==> src/hdl/assert_macros.svh <==
`ifndef ASSERT_MACROS_SVH
`define ASSERT_MACROS_SVH

// Each macro expects clk_i and rst_ni in the scope of the module that uses it.

`define ASSERT_ALWAYS(lbl, expr) \
  lbl: assert property (@(posedge clk_i) disable iff (!rst_ni) (expr)) \
    else $error("assertion failed");

`define ASSERT_IMP(lbl, ante, cons) \
  lbl: assert property (@(posedge clk_i) disable iff (!rst_ni) (ante) |-> (cons)) \
    else $error("assertion failed");

`define ASSERT_NEXT(lbl, ante, cons) \
  lbl: assert property (@(posedge clk_i) disable iff (!rst_ni) (ante) |=> (cons)) \
    else $error("assertion failed");

`endif

==> src/hdl/tlrqs_pkg.sv <==
package tlrqs_pkg;

  localparam int NumProcs  = 32;
  localparam int ProcW     = 5;
  localparam int PidW      = $clog2(NumProcs);
  localparam int PtrW      = PidW + 1;
  localparam int NumQueues = 3;

  localparam logic [PtrW-1:0] QNull = PtrW'(NumProcs);

  localparam logic [1:0] ClsTask   = 2'd0;
  localparam logic [1:0] ClsServer = 2'd1;
  localparam logic [1:0] ClsUser   = 2'd2;

  typedef enum logic [1:0] {
    OP_READY,
    OP_UNREADY,
    OP_ROTATE,
    OP_STOP
  } op_e;

  typedef enum logic [3:0] {
    ACT_NONE,
    ACT_LOAD,
    ACT_ENQ_USER,
    ACT_APP_CLEAR,
    ACT_APP_LINK,
    ACT_WALK,
    ACT_UNLINK,
    ACT_UNMARK,
    ACT_ROT_MOVE,
    ACT_ROT_CLEAR,
    ACT_STOP,
    ACT_PICK
  } act_e;

  typedef struct packed {
    act_e act;
  } cmd_t;

  typedef struct packed {
    op_e  op;
    logic user_cls;
    logic ign;
    logic walk_hit;
    logic walk_end;
    logic rot_ok;
  } sts_t;

  function automatic logic is_proc(input logic [PtrW-1:0] ptr);
    return ptr < QNull;
  endfunction

endpackage

==> src/hdl/three_level_ready_queue_scheduler.sv <==
// Keeps three linked ready queues of process numbers (task, server, user, in falling
// priority) and answers every operation word with one result word: the process to run,
// the billed process and whether the operation was ignored. A make not ready that is not
// ignored walks the owning queue one link per cycle through the single read port of the
// link memory, so its time grows with the number of entries ahead of the removed process.
// One operation is in flight at a time; the next word is taken while the previous result
// still waits in the output register.
module three_level_ready_queue_scheduler
  import tlrqs_pkg::*;
(
  input  logic        clk_i,
  input  logic        rst_ni,
  input  logic        s_axis_tvalid,
  output logic        s_axis_tready,
  input  logic [15:0] s_axis_tdata,  // op[1:0], proc_id[6:2], proc_class[8:7], zero[15:9]
  output logic        m_axis_tvalid,
  input  logic        m_axis_tready,
  output logic [15:0] m_axis_tdata   // current_proc[4:0], run_idle[5], billed_proc[10:6],
                                     // billed_idle[11], status[12], zero[15:13]
);

  cmd_t             cmd;
  sts_t             sts;
  logic [ProcW-1:0] current_proc, billed_proc;
  logic             run_idle, billed_idle, status;

  tlrqs_ctrl u_ctrl (
    .clk_i     (clk_i),
    .rst_ni    (rst_ni),
    .s_valid_i (s_axis_tvalid),
    .s_ready_o (s_axis_tready),
    .m_valid_o (m_axis_tvalid),
    .m_ready_i (m_axis_tready),
    .sts_i     (sts),
    .cmd_o     (cmd)
  );

  tlrqs_datapath u_datapath (
    .clk_i          (clk_i),
    .rst_ni         (rst_ni),
    .op_i           (s_axis_tdata[1:0]),
    .proc_id_i      (s_axis_tdata[6:2]),
    .proc_class_i   (s_axis_tdata[8:7]),
    .cmd_i          (cmd),
    .sts_o          (sts),
    .current_proc_o (current_proc),
    .run_idle_o     (run_idle),
    .billed_proc_o  (billed_proc),
    .billed_idle_o  (billed_idle),
    .status_o       (status)
  );

  assign m_axis_tdata = {3'b000, status, billed_idle, billed_proc, run_idle, current_proc};

endmodule

==> src/hdl/tlrqs_ctrl.sv <==
`include "assert_macros.svh"

module tlrqs_ctrl
  import tlrqs_pkg::*;
(
  input  logic clk_i,
  input  logic rst_ni,
  input  logic s_valid_i,
  output logic s_ready_o,
  output logic m_valid_o,
  input  logic m_ready_i,
  input  sts_t sts_i,
  output cmd_t cmd_o
);

  typedef enum logic [2:0] {
    S_IDLE,
    S_DISPATCH,
    S_APP_LINK,
    S_WALK,
    S_UNLINK,
    S_ROT_MOVE,
    S_ROT_CLEAR,
    S_PICK
  } state_e;

  state_e state_q, state_d;
  logic   out_valid_q, out_valid_d;
  act_e   act;

  always_comb begin
    state_d     = state_q;
    act         = ACT_NONE;
    out_valid_d = out_valid_q && !m_ready_i;
    case (state_q)
      S_IDLE: begin
        if (s_valid_i) begin
          act     = ACT_LOAD;
          state_d = S_DISPATCH;
        end
      end
      S_DISPATCH: begin
        if (sts_i.ign) begin
          state_d = S_PICK;
        end else begin
          case (sts_i.op)
            OP_READY: begin
              if (sts_i.user_cls) begin
                act     = ACT_ENQ_USER;
                state_d = S_PICK;
              end else begin
                act     = ACT_APP_CLEAR;
                state_d = S_APP_LINK;
              end
            end
            OP_UNREADY: state_d = S_WALK;
            OP_ROTATE:  state_d = S_ROT_MOVE;
            default: begin
              act     = ACT_STOP;
              state_d = S_PICK;
            end
          endcase
        end
      end
      S_APP_LINK: begin
        act     = ACT_APP_LINK;
        state_d = S_PICK;
      end
      S_WALK: begin
        if (sts_i.walk_hit) begin
          state_d = S_UNLINK;
        end else if (sts_i.walk_end) begin
          act     = ACT_UNMARK;
          state_d = S_PICK;
        end else begin
          act = ACT_WALK;
        end
      end
      S_UNLINK: begin
        act     = ACT_UNLINK;
        state_d = S_PICK;
      end
      S_ROT_MOVE: begin
        if (sts_i.rot_ok) begin
          act     = ACT_ROT_MOVE;
          state_d = S_ROT_CLEAR;
        end else begin
          state_d = S_PICK;
        end
      end
      S_ROT_CLEAR: begin
        act     = ACT_ROT_CLEAR;
        state_d = S_PICK;
      end
      S_PICK: begin
        if (!out_valid_q || m_ready_i) begin
          act         = ACT_PICK;
          out_valid_d = 1'b1;
          state_d     = S_IDLE;
        end
      end
      default: state_d = S_IDLE;
    endcase
  end

  always_ff @(posedge clk_i or negedge rst_ni) begin
    if (!rst_ni) begin
      state_q     <= S_IDLE;
      out_valid_q <= 1'b0;
    end else begin
      state_q     <= state_d;
      out_valid_q <= out_valid_d;
    end
  end

  assign s_ready_o  = (state_q == S_IDLE);
  assign m_valid_o  = out_valid_q;
  assign cmd_o.act  = act;

  `ASSERT_IMP(a_pick_has_room, act == ACT_PICK, !out_valid_q || m_ready_i)
  `ASSERT_NEXT(a_ignored_skips_work, state_q == S_DISPATCH && sts_i.ign, state_q == S_PICK)
  `ASSERT_IMP(a_walk_only_unready, state_q == S_WALK, sts_i.op == OP_UNREADY)

endmodule

==> src/hdl/tlrqs_datapath.sv <==
`include "assert_macros.svh"

module tlrqs_datapath
  import tlrqs_pkg::*;
(
  input  logic             clk_i,
  input  logic             rst_ni,
  input  logic [1:0]       op_i,
  input  logic [ProcW-1:0] proc_id_i,
  input  logic [1:0]       proc_class_i,
  input  cmd_t             cmd_i,
  output sts_t             sts_o,
  output logic [ProcW-1:0] current_proc_o,
  output logic             run_idle_o,
  output logic [ProcW-1:0] billed_proc_o,
  output logic             billed_idle_o,
  output logic             status_o
);

  logic [PtrW-1:0] link_mem [NumProcs];
  logic [PtrW-1:0] rd_data_q;

  op_e             op_q;
  logic [PtrW-1:0] pid_q;
  logic [1:0]      cls_q;
  logic            ign_q;
  logic            first_q;
  logic [PtrW-1:0] prev_q;
  logic [PtrW-1:0] head_q [NumQueues];
  logic [PtrW-1:0] tail_q [NumQueues];
  logic [NumProcs-1:0] mark_q;
  logic [1:0]      ecls_q [NumProcs];
  logic [PtrW-1:0] billed_q, billed_d;

  logic [ProcW-1:0] cur_proc_q, billed_proc_q;
  logic             run_idle_q, billed_idle_q, status_q;

  logic [PidW-1:0] pid_idx;
  logic [PtrW-1:0] pin;
  logic            pin_ok, pin_mark, ign_in;
  logic [1:0]      qsel;
  logic            qsel_ok;
  logic [PtrW-1:0] head_sel, tail_sel, cur, rd_addr, new_head, chosen;
  logic            wr_en;
  logic [PtrW-1:0] wr_addr, wr_data;

  assign pid_idx  = pid_q[PidW-1:0];
  assign pin      = PtrW'(proc_id_i);
  assign pin_ok   = is_proc(pin);
  assign pin_mark = mark_q[pin[PidW-1:0]];

  always_comb begin
    case (op_e'(op_i))
      OP_READY:   ign_in = !pin_ok || (proc_class_i > ClsUser) || pin_mark;
      OP_UNREADY: ign_in = !pin_ok || !pin_mark;
      default:    ign_in = 1'b0;
    endcase
  end

  always_comb begin
    case (op_q)
      OP_READY:   qsel = cls_q;
      OP_UNREADY: qsel = ecls_q[pid_idx];
      default:    qsel = ClsUser;
    endcase
  end

  assign qsel_ok  = qsel <= ClsUser;
  assign head_sel = qsel_ok ? head_q[qsel] : QNull;
  assign tail_sel = qsel_ok ? tail_q[qsel] : QNull;
  assign cur      = first_q ? head_sel : rd_data_q;
  assign rd_addr  = (op_q == OP_ROTATE) ? head_q[ClsUser] : cur;
  assign new_head = is_proc(prev_q) ? head_sel : rd_data_q;

  assign sts_o.op       = op_q;
  assign sts_o.user_cls = (cls_q == ClsUser);
  assign sts_o.ign      = ign_q;
  assign sts_o.walk_hit = (cur == pid_q);
  assign sts_o.walk_end = !is_proc(cur);
  assign sts_o.rot_ok   = is_proc(head_q[ClsUser]) && is_proc(tail_q[ClsUser]) &&
                          is_proc(rd_data_q);

  always_comb begin
    wr_en   = 1'b0;
    wr_addr = pid_q;
    wr_data = QNull;
    case (cmd_i.act)
      ACT_ENQ_USER: begin
        wr_en   = 1'b1;
        wr_data = head_q[ClsUser];
      end
      ACT_APP_CLEAR: begin
        wr_en = 1'b1;
      end
      ACT_APP_LINK: begin
        wr_en   = is_proc(head_sel) && is_proc(tail_sel);
        wr_addr = tail_sel;
        wr_data = pid_q;
      end
      ACT_UNLINK: begin
        wr_en   = is_proc(prev_q);
        wr_addr = prev_q;
        wr_data = rd_data_q;
      end
      ACT_ROT_MOVE: begin
        wr_en   = 1'b1;
        wr_addr = tail_q[ClsUser];
        wr_data = head_q[ClsUser];
      end
      ACT_ROT_CLEAR: begin
        wr_en   = 1'b1;
        wr_addr = prev_q;
      end
      default: wr_en = 1'b0;
    endcase
  end

  always_ff @(posedge clk_i) begin
    if (wr_en) begin
      link_mem[wr_addr[PidW-1:0]] <= wr_data;
    end
    rd_data_q <= link_mem[rd_addr[PidW-1:0]];
  end

  always_comb begin
    billed_d = billed_q;
    if (is_proc(head_q[ClsTask])) begin
      chosen = head_q[ClsTask];
    end else if (is_proc(head_q[ClsServer])) begin
      chosen = head_q[ClsServer];
    end else if (is_proc(head_q[ClsUser])) begin
      chosen   = head_q[ClsUser];
      billed_d = head_q[ClsUser];
    end else begin
      chosen   = QNull;
      billed_d = QNull;
    end
  end

  always_ff @(posedge clk_i or negedge rst_ni) begin
    if (!rst_ni) begin
      op_q     <= OP_READY;
      first_q  <= 1'b0;
      mark_q   <= '0;
      billed_q <= QNull;
      for (int i = 0; i < NumQueues; i++) begin
        head_q[i] <= QNull;
        tail_q[i] <= QNull;
      end
    end else begin
      case (cmd_i.act)
        ACT_LOAD: begin
          op_q    <= op_e'(op_i);
          first_q <= 1'b1;
        end
        ACT_ENQ_USER: begin
          if (!is_proc(head_q[ClsUser])) begin
            tail_q[ClsUser] <= pid_q;
          end
          head_q[ClsUser] <= pid_q;
          mark_q[pid_idx] <= 1'b1;
        end
        ACT_APP_CLEAR: begin
          mark_q[pid_idx] <= 1'b1;
        end
        ACT_APP_LINK: begin
          if (!(is_proc(head_sel) && is_proc(tail_sel))) begin
            head_q[qsel] <= pid_q;
          end
          tail_q[qsel] <= pid_q;
        end
        ACT_WALK: begin
          first_q <= 1'b0;
        end
        ACT_UNLINK: begin
          if (!is_proc(prev_q)) begin
            head_q[qsel] <= rd_data_q;
          end
          if (!is_proc(new_head)) begin
            tail_q[qsel] <= QNull;
          end else if (tail_sel == pid_q) begin
            tail_q[qsel] <= prev_q;
          end
          mark_q[pid_idx] <= 1'b0;
        end
        ACT_UNMARK: begin
          mark_q[pid_idx] <= 1'b0;
        end
        ACT_ROT_MOVE: begin
          head_q[ClsUser] <= rd_data_q;
          tail_q[ClsUser] <= head_q[ClsUser];
        end
        ACT_STOP: begin
          for (int i = 0; i < NumProcs; i++) begin
            if (mark_q[i] && ecls_q[i] == ClsUser) begin
              mark_q[i] <= 1'b0;
            end
          end
          head_q[ClsUser] <= QNull;
          tail_q[ClsUser] <= QNull;
        end
        ACT_PICK: begin
          billed_q <= billed_d;
        end
        default: first_q <= first_q;
      endcase
    end
  end

  always_ff @(posedge clk_i) begin
    case (cmd_i.act)
      ACT_LOAD: begin
        pid_q  <= pin;
        cls_q  <= proc_class_i;
        ign_q  <= ign_in;
        prev_q <= QNull;
      end
      ACT_ENQ_USER:  ecls_q[pid_idx] <= ClsUser;
      ACT_APP_CLEAR: ecls_q[pid_idx] <= cls_q;
      ACT_WALK:      prev_q <= cur;
      ACT_ROT_MOVE:  prev_q <= head_q[ClsUser];
      ACT_PICK: begin
        cur_proc_q    <= is_proc(chosen) ? ProcW'(chosen) : '0;
        run_idle_q    <= !is_proc(chosen);
        billed_proc_q <= is_proc(billed_d) ? ProcW'(billed_d) : '0;
        billed_idle_q <= !is_proc(billed_d);
        status_q      <= ign_q;
      end
      default: prev_q <= prev_q;
    endcase
  end

  assign current_proc_o = cur_proc_q;
  assign run_idle_o     = run_idle_q;
  assign billed_proc_o  = billed_proc_q;
  assign billed_idle_o  = billed_idle_q;
  assign status_o       = status_q;

  `ASSERT_ALWAYS(a_task_ends_agree, (head_q[ClsTask] == QNull) == (tail_q[ClsTask] == QNull))
  `ASSERT_ALWAYS(a_user_ends_agree, (head_q[ClsUser] == QNull) == (tail_q[ClsUser] == QNull))
  `ASSERT_IMP(a_user_head_marked, is_proc(head_q[ClsUser]), mark_q[head_q[ClsUser][PidW-1:0]])

endmodule

==> config.mk <==
export PLATFORM = sky130hd
export DESIGN_NAME = three_level_ready_queue_scheduler
export DESIGN_NICKNAME = d
export VERILOG_FILES = /design/src/hdl/tlrqs_pkg.sv /design/src/hdl/three_level_ready_queue_scheduler.sv /design/src/hdl/tlrqs_ctrl.sv /design/src/hdl/tlrqs_datapath.sv
export VERILOG_INCLUDE_DIRS = /design/src /design/src/hdl
export SDC_FILE = /design/constraint.sdc
export NUM_CORES = 1
export LEC_CHECK = 0
export ABC_CLOCK_PERIOD_IN_PS = 13400
export BUFFER_PORTS_ARGS = -buffer_cell sky130_fd_sc_hd__buf_2
export CORE_UTILIZATION = 45
export DETAILED_ROUTE_END_ITERATION = 16
export PLACE_DENSITY = 0.67
export RECOVER_POWER = 25
export SYNTH_ARGS = -nofsm -noshare
export SYNTH_HDL_FRONTEND = slang
export SYNTH_SLANG_ARGS = --single-unit
==> constraint.sdc <==
create_clock -name clk_i -period 13.4 [get_ports clk_i]
set_clock_uncertainty 0.05 [all_clocks]
set_input_delay 1.34 -clock clk_i [delete_from_list [all_inputs] [get_ports clk_i]]
set_output_delay 1.34 -clock clk_i [all_outputs]
set_load 0.02 [all_outputs]
==> results of run 1 <==
==> metal layers <==
layer,routed length (um),part of all wire,global-route usage
met1,18480,0.41,0.2990
met2,21500,0.48,0.3717
met3,3516,0.079,0.04035
met4,1236,0.028,0.07225
met5,0,0,0
==> worst paths after layout <==
path,from,to,slack [ns],cells after the start
worst max-delay path,flip-flop,u_datapath.link_mem[8][1],7.20,12
worst max register to register,flip-flop,u_datapath.link_mem[8][1],7.20,12
worst min-delay path,u_datapath.tail_q[17],u_datapath.tail_q[17],0.45,2
max in group asynchronous,rst_ni,u_datapath.tail_q[1],8.52,2
min in group asynchronous,rst_ni,u_datapath.mark_q[9],1.19,1
worst min register to register,u_datapath.tail_q[17],u_datapath.tail_q[17],0.45,2
==> logic make-up after synthesis <==
logic type      share of synthesized area
other cells                     0.0002122
buf+inv                           0.02663
xor+xnor                         0.005452
simple gates                       0.1369
fa+ha+maj                        0.003541
compound gates                     0.1314
flops                              0.6086
mux                               0.08724
==> synth_stat cells (all sizes together), types with 4 or more instances <==
cell type	instances	area [um2]
a2111oi	8	70.07
a211oi	5	42.54
nor3	20	111.4
dfrtp	74	1852
clkbuf	49	183.9
nand3	43	215.2
mux4	15	337.8
and3	31	193.9
a21oi	59	299.0
a22o	7	61.31
dfxtp	11	220.2
nor2	129	489.2
ha	5	62.56
a31o	30	262.8
or3	5	31.28
nand3b	33	247.7
inv	16	60.06
mux2i	82	820.8
o22ai	5	31.28
xor2	4	35.03
a32oi	4	35.03
xnor2	7	61.31
a222oi	14	140.1
a311oi	22	210.2
o2bb2ai	16	140.1
nor4	12	75.07
nand2	212	798.3
nand2b	6	37.54
and2	6	37.54
a21o	16	120.1
mux2	34	382.9
a22oi	12	90.09
nor2b	21	131.4
o31ai	4	48.79
edfxtp	283	8498
o211ai	5	37.54
o21ai	60	300.3
dfstp	7	183.9
a221oi	4	47.55
o32ai	5	43.79
buf	38	219.0
==> layout make-up <==
cell class	instances	area [um2]
Clock buffer	49	1056
Clock inverter	24	319.1
Fill cell	3331	19060
Inverter	18	67.56
Multi-Input combinational cell	984	6487
Sequential cell	375	10750
Tap cell	518	648.1
Timing Repair Buffer	48	256.5
==> registers in the layout, indices dropped and copies added, names as in the netlist, 6 cells and up, named ones only <==
register              flops
u_datapath.mark_q        32
u_datapath.tail_q        18
u_datapath.link_mem     192
u_datapath.ecls_q        64
u_datapath.prev_q         6
u_datapath.rd_data_q      6
u_datapath.billed_q       6
u_datapath.head_q        18
==> cells in the final DEF, fill, tap and decap left out, types with 11 or more instances in the layout <==
cell type / synthesis / routed
a21o_1: 16 / 16
a21oi_1: 58 / 58
a222oi_1: 14 / 14
a22oi_1: 12 / 12
a311oi_1: 21 / 21
a31o_2: 30 / 30
and3_1: 31 / 31
buf_4: 9 / 19
clkbuf_1: 49 / 33
clkbuf_16: 0 / 41
clkinv_1: 2 / 12
dfrtp_1: 74 / 74
dfxtp_1: 11 / 11
edfxtp_1: 283 / 283
inv_1: 16 / 16
mux2_2: 34 / 33
mux2i_1: 82 / 82
mux4_2: 15 / 15
nand2_1: 211 / 211
nand3_1: 43 / 43
nand3b_1: 33 / 33
nor2_1: 127 / 125
nor2b_1: 21 / 21
nor3_1: 19 / 17
nor4_1: 12 / 12
o21ai_0: 59 / 58
o2bb2ai_1: 16 / 16
==> critical path, stage by stage (launching register included) <==
cell,delay [ns]
dfxtp_1,0.30
buf_4,0.44
mux4_2,0.57
mux2_2,0.31
a221oi_2,0.46
o41a_2,0.54
o21ai_1,0.38
a2bb2oi_2,0.27
nand2b_1,0.22
o32ai_1,0.31
a311oi_4,0.23
nor3_1,0.65
a21o_1,1.06
==> metrics by stage <==
stage	cell area, um2	util	std cells	setup slack (ns)
2_1_floorplan	17680	-	1464	8.411
3_3_place_gp	18250	0.4723	1943	7.471
3_5_place_dp	18250	0.4723	1943	7.329
4_1_cts	19630	0.5079	2016	7.337
5_1_grt	19590	0.5069	2016	6.962
6_report	19590	0.5069	2016	7.199
==> run_results.csv, run 1 <==
group,metric,value,unit
sta,period_share,0.4628,
drt,antenna_left,0,
cts,clk_pin_slew,0.06,ns
synthesis,yosys_register_bits,375,
floorplanning,initial_utilization,0.4572,
cts,htreeDepth,2,
drt,first_pass_iters,9,
place,hpwlAfterDp,28.64,mm
floorplanning,die_h,200.2,um
sta,rsz0062_at_grt,"false",
cts,postCtsSetupRepairBufs,0,
drt,num_vias,12330,
cts,ctsResizeCount,0,
synthesis,syn_area,0.01767,mm2
synthesis,syn_inst,1462,
global_route,grt_pass1_vias,12230,
place,routabilityCongestion,0.9447,
worst_setup_path,crit_type,"flip-flop to flip-flop",
drt,drc,0,
global_route,overflow,0,
worst_setup_path,cp.required,13.55,ns
sta,clock.fmax,161.3,MHz
cts,hold_buffers,0,
final_layout,nets,1493,
synthesis,yosysUniqueCellTypes,83,
floorplanning,ios,38,
cts,cts_root_buf,"clkbuf_16",
cts,cts_tree,"built",
cts,clk_latency,0.58,ns
global_route,grt_pass1_wl,69.86,mm
sta,hold_viol,0,
status,status,"finished with violations",
floorplanning,dieWidth,200.2,um
synthesis,syn_avg_cell_area,12.09,um2
final_layout,n_antenna_cell,0,
cts,clockBufferDepth,3,
worst_setup_path,worst_setup_path_start_kind,"flip-flop",
sta,drv_slew,84,
synthesis,async_reset_ff_frac,0.2160,
drt,viasPerCell,6.118,
cts,numCtsBuffers,41,
drt,wirelength,44.73,mm
sta,setup_tns,0,ns
global_route,grt_usage,0.2244,
floorplanning,row_count,72,
global_route,grt_max_degree,81,
synthesis,synth_flop_cell,"edfxtp_1",
global_route,antenna_found_initial,0,
place,io_buffers,27,
synthesis,yosysSeqAreaShare,0.6086,
floorplanning,dieArea,0.04006,mm2
drt,wl_per_cell,22.19,um
synthesis,synth-edff-count,283,
synthesis,yosysWarnings,0,
sta,hold_ws,0.4466,ns
floorplanning,core,0.03865,mm2
sta,setup_viol,0,
final_layout,syn2layout_area_growth,10.86,%
worst_setup_path,worstPathMaxFanout,32,
run,drv_cap,2,
final_layout,drive_gt1_frac,0.1242,
cts,cts_num_sinks,375,
sta,period_minus_slack,6.201,ns
status,violations,"max-capacitance violations, max-slew violations",
drt,first_iter_violations,1330,
hold_path,hold_class,"flip-flop to flip-flop",
sta,relSlewSlack,-0.9987,
sta,tightest_slew,2.998,ns
worst_setup_path,crit_arrival,6.35,ns
worst_setup_path,crit_path_end_kind,"flip-flop",
Power of run 1 is not shown: default switching activity piles up to over one toggle a cycle in this logic, so the estimate is an artifact.
==> inputs of run 2 (changes only) <==
--- a/config.mk
+++ b/config.mk
@@ -6,11 +6,11 @@
 export SDC_FILE = /design/constraint.sdc
 export NUM_CORES = 1
 export LEC_CHECK = 0
-export ABC_CLOCK_PERIOD_IN_PS = 13400
+export ABC_CLOCK_PERIOD_IN_PS = 5400
 export BUFFER_PORTS_ARGS = -buffer_cell sky130_fd_sc_hd__buf_2
 export CORE_UTILIZATION = 45
 export DETAILED_ROUTE_END_ITERATION = 16
-export PLACE_DENSITY = 0.67
+export PLACE_DENSITY = 0.7
 export RECOVER_POWER = 25
 export SYNTH_ARGS = -nofsm -noshare
 export SYNTH_HDL_FRONTEND = slang
==> constraint.sdc (replaced) <==
create_clock -name clk_i -period 5.4 [get_ports clk_i]
set_clock_uncertainty 0.05 [all_clocks]
set_input_delay 0.54 -clock clk_i [delete_from_list [all_inputs] [get_ports clk_i]]
set_output_delay 0.54 -clock clk_i [all_outputs]
set_load 0.02 [all_outputs]
==> run_results.csv, run 2 (synthesis results as in run 1) <==
group,metric,value,unit
worst_setup_path,critPathMaxStageDelay,0.90,ns
sta,setup_viol,0,
drt,antenna_left,0,
global_route,met3_usage,0.03677,
status,status,"finished with violations",
cts,numCtsBuffers,40,
final_layout,final_cells,2040,
drt,wl_per_cell,22.51,um
drt,viasPerCell,6.111,
global_route,grt-busiest-layer,"met2",
worst_setup_path,cp_cell_sequence,"buf_4, mux2i_1, a22oi_1, a21boi_0, o41ai_4, mux2i_1, nor3_1, a221oi_2, nand3_1, o22ai_1, a2111o_1, nor3_1, nor4_1",
sta,period_minus_slack,5.134,ns
worst_setup_path,cp_slowest_cell,"a221oi_2",
final_layout,mostFrequentLayoutCell,"edfxtp_1",
global_route,overflow,0,
worst_setup_path,worstPathMaxFanout,16,
worst_setup_path,cp.required,5.79,ns
final_layout,finish.instance_area,0.01985,mm2
cts,htreeDepth,2,
floorplanning,core,0.03865,mm2
final_layout,final.fill_count,3308,
final_layout,final_cell_mix,"edfxtp_1 (283), nand2_1 (211), nor2_1 (113)",
place,hpwlAfterDp,29.95,mm
final_layout,largest_reg_flops,192,
worst_setup_path,crit_path_end_kind,"flip-flop",
cts,cts_num_sinks,375,
global_route,grt_pass1_wl,71.79,mm
final_layout,fin_util,0.5135,
worst_setup_path,crit_type,"flip-flop to flip-flop",
drt,drc,0,
global_route,grt_use_met2,0.3633,
place,dpl-instance-area,0.01848,mm2
floorplanning,dieWidth,200.2,um
final_layout,nets,1516,
cts,clk_pin_slew,0.06,ns
global_route,met1_usage,0.3238,
hold_path,hold_class,"primary input to flip-flop",
drt,first_iter_violations,1494,
drt,first_pass_iters,6,
floorplanning,ios,38,
global_route,grt_max_degree,67,
final_layout,drive_gt1_frac,0.1518,
sta,relSlewSlack,-0.06362,
cts,postCtsSetupRepairBufs,0,
floorplanning,initial_utilization,0.4572,
final_layout,n_antenna_cell,0,
sta,tightest_slew,1.595,ns
place,io_buffers,27,
cts,clk_latency,0.56,ns
floorplanning,row_count,72,
drt,wirelength,45.92,mm
place,routabilityCongestion,0.9102,
final_layout,syn2layout_area_growth,12.31,%
run,drv_cap,1,
cts,cts_tree,"built",
global_route,antenna_found_initial,0,
cts,cts_root_buf,"clkbuf_16",
global_route,grt_usage,0.2301,
worst_setup_path,worst_setup_path_start_kind,"flip-flop",
floorplanning,die_h,200.2,um
global_route,grt_pass1_vias,12350,
status,violations,"max-capacitance violations, max-slew violations",
worst_setup_path,crit_arrival,5.52,ns
sta,drv_slew,60,
place,post-place-cells,1966,
sta,clock.fmax,194.8,MHz
cts,clockBufferDepth,3,
sta,period_share,0.9507,
drt,num_vias,12470,
floorplanning,dieArea,0.04006,mm2
sta,hold_viol,0,
## run 2: changes by cell type in the layout (fill, tap and decap cells not counted), sizes merged
cell / change
buf: +24
clkbuf: +3
bufinv: -2
inv: -2
clkinv: -1
clkinvlp: +1
dlygate4sd3: +1
## run 2: path summary, 6_finish.rpt
kind | slack (ns) | startpoint | end | cells after the start
max reg2reg | 0.27 | flip-flop | u_datapath.rd_data_q[2] | 13
min in group asynchronous | 0.77 | rst_ni | u_datapath.mark_q[0] | 2
min | 0.15 | s_axis_tdata[7] | u_datapath.cls_q[0] | 1
min reg2reg | 0.45 | u_datapath.billed_q[4] | u_datapath.billed_q[4] | 1
max | 0.27 | flip-flop | u_datapath.rd_data_q[2] | 13
max in group asynchronous | 2.26 | rst_ni | u_datapath.head_q[2] | 3
## run 2: timing repair
item | CTS | global route
endpoints found under the hold margin | 22 | 0
resized for setup | 0 | 17
hold buffers | 1 | 0
setup endpoints to repair | 0 | 241
## run 2: layout make-up
type                            instances  area (um2)  area share
Clock buffer                           53        1142     0.05756
Clock inverter                         20       209.0     0.01053
Inverter                               18       67.56    0.003405
Multi-Input combinational cell        984        6533      0.3292
Sequential cell                       375       10750      0.5419
Tap cell                              518       648.1     0.03266
Timing Repair Buffer                   72       491.7     0.02478
## run 2: metrics by stage
step | hold slack (ns) | setup slack, ns | setup TNS, ns
final | 0.1491 | 0.2662 | 0
after global routing | 0.1365 | -0.003453 | -0.006972
after CTS | 0.1341 | 0.2395 | 0
after detailed placement | 0.4110 | 0.2963 | 0
after global placement | 0.4116 | 0.3597 | 0
after floorplan | 0.1944 | 0.4108 | 0
## run 2: worst max-delay path: cells and delay by family (launching register included)
kind,cells,cell delay (ns)
flops,1,0.59
buf+inv,1,0.37
compound gates,6,2.45
mux,2,0.36
simple gates,4,1.17
## run 2: layer usage
layer / up-vias / routed length, um
met4: 0 / 1248
met5: - / 0
li1: 5598 / -
met2: 582 / 21700
met3: 98 / 3627
met1: 6189 / 19340
Power of run 2 is left out for the same reason.
